$ cat config.mk
export PLATFORM = sky130hd
export DESIGN_NAME = hbs_blend
export DESIGN_NICKNAME = d
export VERILOG_FILES = /design/src/rtl/core/hbs_pkg.sv /design/src/rtl/core/hbs_blend.sv
export SDC_FILE = /design/constraint.sdc
export NUM_CORES = 1
export LEC_CHECK = 0
export BUFFER_PORTS_ARGS = -buffer_cell sky130_fd_sc_hd__buf_2
export CORE_MARGIN = 5
export CORE_UTILIZATION = 70
export DETAILED_ROUTE_END_ITERATION = 8
export PLACE_DENSITY_LB_ADDON = 0.3
export SETUP_SLACK_MARGIN = 0.15
export SYNTH_ARGS = -nofsm -noshare
export SYNTH_HDL_FRONTEND = slang
export SYNTH_SLANG_ARGS = --single-unit
export TNS_END_PERCENT = 5
$ cat constraint.sdc
create_clock -name clock -period 19.9 [get_ports clock]
set_input_delay 3.98 -clock clock [delete_from_list [all_inputs] [get_ports clock]]
set_output_delay 3.98 -clock clock [all_outputs]
set_load 0.01 [all_outputs]
$ cat src/rtl/core/hbs_pkg.sv
// Shared types, constants and helpers for the bilinear height sampler.
// Used by hbs_bank, hbs_blend and bilinear_height_sampler; no dependencies.

package hbs_pkg;

   // default geometry
   localparam int MAP_WIDTH_LOG2_DEF  = 8;
   localparam int MAP_HEIGHT_LOG2_DEF = 8;
   localparam int COORD_BITS_DEF      = 16;

   // fixed field widths
   localparam int ADDR_W      = 16;
   localparam int TEXEL_W     = 8;
   localparam int COORD_W     = 16;
   localparam int HEIGHT_W    = 16;
   localparam int BANK_ADDR_W = ADDR_W - 2;
   localparam int NUM_BANKS   = 4;

   // request kinds carried in req_tuser
   localparam logic OP_WRITE  = 1'b0;
   localparam logic OP_SAMPLE = 1'b1;

   // write port of one bank
   typedef struct packed {
      logic                   en;
      logic [BANK_ADDR_W-1:0] addr;
      logic [TEXEL_W-1:0]     data;
   } bank_wr_type;

   // four neighbors of one sample, in map order
   typedef struct packed {
      logic [TEXEL_W-1:0] t00;
      logic [TEXEL_W-1:0] t01;
      logic [TEXEL_W-1:0] t10;
      logic [TEXEL_W-1:0] t11;
   } texel_quad_type;

   // Drop address bit 0 (column parity) and bit w (row parity) to get the
   // word address inside a bank.
   function automatic logic [BANK_ADDR_W-1:0] bank_addr(
      input logic [ADDR_W-1:0] a,
      input int unsigned       w
   );
      logic [BANK_ADDR_W-1:0] res;
      int unsigned            k;
      res = '0;
      k   = 0;
      for (int unsigned j = 1; j < ADDR_W; j++) begin
         if (j != w) begin
            res[k[3:0]] = a[j];
            k = k + 1;
         end
      end
      return res;
   endfunction

   // bank that holds a texel: {row parity, column parity}
   function automatic logic [1:0] bank_sel(
      input logic [ADDR_W-1:0] a,
      input int unsigned       w
   );
      return {a[w[3:0]], a[0]};
   endfunction

endpackage

$ cat src/rtl/core/hbs_blend.sv
// Bilinear blend pipeline: horizontal lerps, vertical products, sum and
// Q8.8 alignment, with per-stage valid and a ready chain. Depends on hbs_pkg.

module hbs_blend #(
   parameter int MAP_WIDTH_LOG2  = hbs_pkg::MAP_WIDTH_LOG2_DEF,
   parameter int MAP_HEIGHT_LOG2 = hbs_pkg::MAP_HEIGHT_LOG2_DEF,
   parameter int COORD_BITS      = hbs_pkg::COORD_BITS_DEF
) (
   input  logic                                          clock,
   input  logic                                          reset,
   input  logic                                          in_valid,
   output logic                                          in_ready,
   input  hbs_pkg::texel_quad_type                       texels,
   input  logic [COORD_BITS-MAP_WIDTH_LOG2-1:0]          frac_c,
   input  logic [COORD_BITS-MAP_HEIGHT_LOG2-1:0]         frac_r,
   output logic                                          rsp_tvalid,
   input  logic                                          rsp_tready,
   output logic [hbs_pkg::HEIGHT_W-1:0]                  rsp_tdata
);

   localparam int FC_BITS  = COORD_BITS - MAP_WIDTH_LOG2;
   localparam int FR_BITS  = COORD_BITS - MAP_HEIGHT_LOG2;
   localparam int SUM_BITS = FC_BITS + FR_BITS;
   localparam int TOP_W    = hbs_pkg::TEXEL_W + FC_BITS;
   localparam int TOT_W    = hbs_pkg::TEXEL_W + SUM_BITS;
   localparam int SH_R     = (SUM_BITS >= 8) ? SUM_BITS - 8 : 0;
   localparam int SH_L     = (SUM_BITS < 8) ? 8 - SUM_BITS : 0;

   // stage 2: horizontal lerps
   logic               s2_valid_ff, s2_valid_in;
   logic [TOP_W-1:0]   s2_top_ff, s2_top_in;
   logic [TOP_W-1:0]   s2_bot_ff, s2_bot_in;
   logic [FR_BITS-1:0] s2_fr_ff;
   // stage 3: vertical products
   logic               s3_valid_ff, s3_valid_in;
   logic [TOT_W-1:0]   s3_ptop_ff, s3_ptop_in;
   logic [TOT_W-1:0]   s3_pbot_ff, s3_pbot_in;
   // stage 4: output register
   logic                         s4_valid_ff, s4_valid_in;
   logic [hbs_pkg::HEIGHT_W-1:0] s4_height_ff, s4_height_in;

   logic               rdy2, rdy3, rdy4;
   logic [FC_BITS:0]   wc0;
   logic [FR_BITS:0]   wr0;
   logic [TOT_W-1:0]   total;
   logic [TOT_W+7:0]   total_wide;

   // ready chain: a stage moves when its slot is empty or drains
   assign rdy4     = !s4_valid_ff || rsp_tready;
   assign rdy3     = !s3_valid_ff || rdy4;
   assign rdy2     = !s2_valid_ff || rdy3;
   assign in_ready = rdy2;

   // lerp across columns
   always_comb begin
      wc0 = {1'b1, {FC_BITS{1'b0}}} - (FC_BITS+1)'(frac_c);
      s2_top_in = TOP_W'((TOP_W+1)'(texels.t00) * (TOP_W+1)'(wc0)
                       + (TOP_W+1)'(texels.t01) * (TOP_W+1)'(frac_c));
      s2_bot_in = TOP_W'((TOP_W+1)'(texels.t10) * (TOP_W+1)'(wc0)
                       + (TOP_W+1)'(texels.t11) * (TOP_W+1)'(frac_c));
      s2_valid_in = in_valid;
   end

   // weight the two rows
   always_comb begin
      wr0 = {1'b1, {FR_BITS{1'b0}}} - (FR_BITS+1)'(s2_fr_ff);
      s3_ptop_in  = TOT_W'(TOT_W'(s2_top_ff) * TOT_W'(wr0));
      s3_pbot_in  = TOT_W'(TOT_W'(s2_bot_ff) * TOT_W'(s2_fr_ff));
      s3_valid_in = s2_valid_ff;
   end

   // sum and align to Q8.8, dropping the extra fraction bits
   always_comb begin
      total        = s3_ptop_ff + s3_pbot_ff;
      total_wide   = {8'b0, total};
      s4_height_in = hbs_pkg::HEIGHT_W'((total_wide >> SH_R) << SH_L);
      s4_valid_in  = s3_valid_ff;
   end

   // valid bits
   always_ff @(posedge clock) begin
      if (reset) begin
         s2_valid_ff <= 1'b0;
         s3_valid_ff <= 1'b0;
         s4_valid_ff <= 1'b0;
      end else begin
         if (rdy2) s2_valid_ff <= s2_valid_in;
         if (rdy3) s3_valid_ff <= s3_valid_in;
         if (rdy4) s4_valid_ff <= s4_valid_in;
      end
   end

   // payload, loaded only when a transaction moves in
   always_ff @(posedge clock) begin
      if (rdy2 && s2_valid_in) begin
         s2_top_ff <= s2_top_in;
         s2_bot_ff <= s2_bot_in;
         s2_fr_ff  <= frac_r;
      end
      if (rdy3 && s3_valid_in) begin
         s3_ptop_ff <= s3_ptop_in;
         s3_pbot_ff <= s3_pbot_in;
      end
      if (rdy4 && s4_valid_in) begin
         s4_height_ff <= s4_height_in;
      end
   end

   assign rsp_tvalid = s4_valid_ff;
   assign rsp_tdata  = s4_height_ff;

endmodule

# Word-level counts from Yosys, hierarchy flattened
# Cells that the tools add are included.
totals:
  reg_bits: 107
  output_inout_bits: 18
  wordCells: 29
classes:
  addsub: 5
  n_mul: 6
  n_reduce_logical: 9
op_table:
  columns: ["op", "count"]
  rows:
  - ["16-bit adder", 2]
  - ["8-bit by 8-bit multiplier with 16-bit output", 2]
  - ["8-bit by 9-bit multiplier with 16-bit output", 2]
  - ["24-bit adder", 1]
  - ["16-bit by 8-bit multiplier with 24-bit output", 1]
  - ["16-bit by 9-bit multiplier with 24-bit output", 1]
  - ["9-bit by 8-bit subtractor with 9-bit output, first input constant", 2]
  - ["1-bit logical AND", 3]
  - ["1-bit zero test", 3]
  - ["1-bit logical OR", 3]

# Logic depth before layout (Yosys ltp)
depth:
  ltp_word: 5
  ltp_mapped: 25
  ltp_nobuf: 24

# Worst setup path before layout
# OpenSTA, ideal clock, no wires.
synth_path:
  path_type: "input to register"
  from: "input port frac_c[3]"
  to: "register s2_bot_ff[15], data pin"
  setup_time_ps: 260
  arrival_time_ps: 9729
  required_time_ps: 19640
  path_slack_ps: 9912
  cell_stages: 23
  path_buffers: 2
  cell_sequence: "clkbuf_1 > nor2_1 > nand2_1 > or3_1 > xor2_1 > clkbuf_1 > nand2_1 > fa_1 > fa_1 > fa_1 > inv_1 > fa_1 > fa_1 > inv_1 > fa_1 > inv_1 > ha_1 > a21o_1 > a31o_2 > a211o_1 > a31oi_1 > o21bai_1 > xnor2_1"
synth_via:
  elab_chain_cells: 3
synth_rtl:
  columns: ["element", "line", "text"]
  rows:
  - ["start: declaration", "hbs_blend.sv:14", "input logic [COORD_BITS-MAP_WIDTH_LOG2-1:0] frac_c,"]
  - ["9-bit by 8-bit subtractor with 9-bit output", "hbs_blend.sv:56", "wc0 = {1'b1, {FC_BITS{1'b0}}} - (FC_BITS+1)'(frac_c);"]
  - ["8-bit by 9-bit multiplier with 16-bit output", "hbs_blend.sv:59", "s2_bot_in = TOP_W'((TOP_W+1)'(texels.t10) * (TOP_W+1)'(wc0)"]
  - ["16-bit adder (*)", "hbs_blend.sv:60", "+ (TOP_W+1)'(texels.t11) * (TOP_W+1)'(frac_c));"]
  - ["via s2_bot_in[15]", "hbs_blend.sv:32", "logic [TOP_W-1:0] s2_bot_ff, s2_bot_in;"]
  - ["end signal: assignment", "hbs_blend.sv:97", "s2_bot_ff <= s2_bot_in;"]
  - ["end: declaration", "hbs_blend.sv:32", null]
# Mark *: on every way through the listed nets, which the timed path passes. The rest lies on a longest branch.
# A chain may end at the register's enable or synchronous reset.

# Final worst setup path
layout_path:
  from: "input port frac_c[0]"
  to: "register s2_bot_ff[15], data pin"
# The elaborated chain is that of the path after synthesis.

==> flow_summary.yaml <==
status:
  outcome: "finished, final reports clean"
cells_and_area:
  final_layout_size_suffix_gt1_frac: 0.05060
  area_of_combinational_cells_with_multiple_inputs_sq_um: 16160
  ff_latch_area_sq_um: 3183
  antenna-diode-count: 0
  layout.cell_area.non_filler_sq_um: 22390
  area.growth.synth_to_final_pct: 5.043
  fillCellCount: 2082
  final_nets: 2921
yosys:
  yosys_warnings: 0
  number_of_enable_flip_flop_cells_after_synthesis: 104
  post-synth-top-area-fraction: 0.3607
  synthTopCellsByCount: "inv_1, fa_1, and2_1"
  post-synth-top-count-cell: "inv_1"
  async_reset_ff_frac: 0
  post_synth_num_cell_types: 50
  ffs_latches_synth: 107
  synth_top_cells_by_area: "fa_1, edfxtp_1, ha_1, and2_1, inv_1"
  most_common_flop_cell_mapped_by_yosys: "edfxtp_1"
  yosysTopAreaCell: "fa_1"
  postSynthNetCount: 2889
  syn_area_sq_um: 21310
  synth_area_per_cell_sq_um: 9.617
  postSynthCellCount: 2216
  ys_seq_area_frac: 0.1494
sta:
  totalNegativeSetupSlack_ns: 0
  min_period_ns: 10.72
  unrepaired_setup_endpoints_after_global_routing: "no"
  setup_ws_ns: 9.185
  setup_viol_count_final: 0
  max_slew_margin: 0.1336
  final-hold-violation-count: 0
  timing.final.max_slew_violations: 0
  max_clock_freq_mhz: 93.32
  worst_clock_skew_ns: 0.01074
  tightest_slew_ns: 1.295
  min_period_over_period: 0.5385
placement:
  routabilityCongestion: 0.8857
  placement.cell_area_sq_um: 22060
  placed_wire_length_estimate_microns: 36870
  place.port_buffers: 69
  dp_slack_ns: 8.851
min_path:
  worst_hold_path_type: "flip-flop to flip-flop"
floorplan:
  top_level_ports: 70
  initial_core_utilization: 0.7133
  die_h_microns: 184.5
  chipWidth_microns: 184.5
  floorplan.die_area_sq_um: 34030
  fp.coreArea_sq_um: 29870
  fp-row-count: 63
drt:
  route.vias.total: 15189
  drt_drc_violations_left: 0
  avgRoutedWirePerCell_microns: 17.12
  drt_wl_total_microns: 45250
  via_per_inst: 5.747
  dr_pass1_iterations: 8
  drt_iter0_drc: 1046
  detail-route-antenna-nets: 0
worst_setup_path:
  critPathLaunchType: "primary input"
  cp_data_required_time_ns: 20.03
  worstSetupPathType: "primary input to flip-flop"
  timing.reg2reg.setup_slack_ns: 12.80
  critPathMaxFanout: 34
  cp_data_arrival_time_ns: 10.84
  worstSetupEndpointType: "flip-flop"
global_routing:
  maximum_number_of_pins_on_one_net_before_global_route_repair: 49
  first_global_vias: 16599
  grt_overflow: 0
  grt_pass1_wl_microns: 77220
  grt_antenna_before_repair: 0
  grtUsageTotal: 0.2826
clock_tree:
  clk-insertion-delay-late_ns: 0.37
  post_cts_hold_buffer_count: 0
  clock_transition_time_at_the_flip_flop_clock_pins_of_the_worst_setup_and_hold_paths_ns: 0.08
  postCtsSetupRepairBufs: 0
  cts_max_level: 3
  post_cts.resized_instances: 0
  cts_tree: "done"
  ctsRootBufferMaster: "clkbuf_16"
  clock_sink_count: 107
  cts_buffers: 9
  clock_path_buffers: 2
flow_run:
  cap_violations: 0
state kept, by name, indices dropped and copies added, names as in the netlist:
signal and cells:
s3_pbot_ff 24, s3_ptop_ff 24, rsp_tdata 16, s2_bot_ff 16, s2_top_ff 16, s2_fr_ff 8, rsp_tvalid 1, s2_valid_ff 1
s3_valid_ff 1
worst max-delay path, stage by stage:
cell and delay [ns]:
buf_2 0.45, inv_1 0.14, ha_1 0.25, nand2_1 0.09, or3_1 0.13, xor2_1 1.00, nand2_1 0.20, fa_1 0.55
fa_1 0.51, fa_1 0.51, inv_1 0.05, fa_1 0.49, fa_1 0.49, inv_1 0.05, fa_1 0.47, inv_1 0.04
ha_1 0.32, a21o_1 0.17, a31o_2 0.23, a211o_1 0.28, a31oi_1 0.19, o21bai_1 0.09, xnor2_1 0.12
per-layer routing:
| metal | vias to the layer above | global-route usage | part of all wire |
|---|---|---|---|
| li1 | 6835 | - | - |
| met1 | 7592 | 0.3448 | 0.38 |
| met2 | 635 | 0.5133 | 0.52 |
| met3 | 127 | 0.03020 | 0.064 |
| met4 | 0 | 0.1156 | 0.041 |
| met5 | - | 0 | 0 |
cell families after synthesis:
family | after synthesis | share of synthesized area
buffers and inverters | 532 | 0.09371
XOR/XNOR | 102 | 0.04192
AND/OR/NAND/NOR | 700 | 0.1674
AO/OA/AOI/OAI | 154 | 0.04768
adder cells (fa/ha/maj) | 621 | 0.4999
flip-flops | 107 | 0.1494
metrics by stage:
step / hold slack, ns / instances / utilization
finish: 0.5823 / 2643 / 0.7493
global route: 0.6344 / 2643 / 0.7493
CTS: 0.5773 / 2643 / 0.7493
detailed placement: 0.5728 / 2627 / 0.7383
global placement: 0.5499 / 2627 / 0.7383
floorplan: 0.4756 / 2216 / -
path summary, 6_finish.rpt:
| kind | from | end | cells after the start |
|---|---|---|---|
| setup / recovery | frac_c[0] | s2_bot_ff[15] | 23 |
| hold / removal | s2_valid_ff | s2_valid_ff | 2 |
| setup reg to reg | s2_fr_ff[1] | s3_ptop_ff[23] | 20 |
| hold reg to reg | s2_valid_ff | s2_valid_ff | 2 |
area by class of cell:
class	count	area share
clock buffer	9	0.01006
clock inverter	7	0.004583
inverter	468	0.07848
multi-input combinational	1577	0.7221
sequential	107	0.1422
tap	390	0.02180
timing repair buffer	85	0.02079
placed cells by master (no fill, tap or decap), types with 8 or more instances in the layout:
cell	count
a21o_1	17
a21oi_1	51
and2_1	306
and3_1	10
buf_2	69
buf_4	16
clkbuf_16	9
edfxtp_1	104
fa_1	384
ha_1	237
inv_1	468
nand2_1	268
nand3_1	16
nor2_1	41
nor2b_1	11
nor3_1	22
o21a_1	8
o21ai_0	16
o21bai_1	8
xnor2_1	79
xor2_1	22
Power is not shown: default switching activity piles up to over one toggle a cycle in this logic, so the estimate is an artifact.
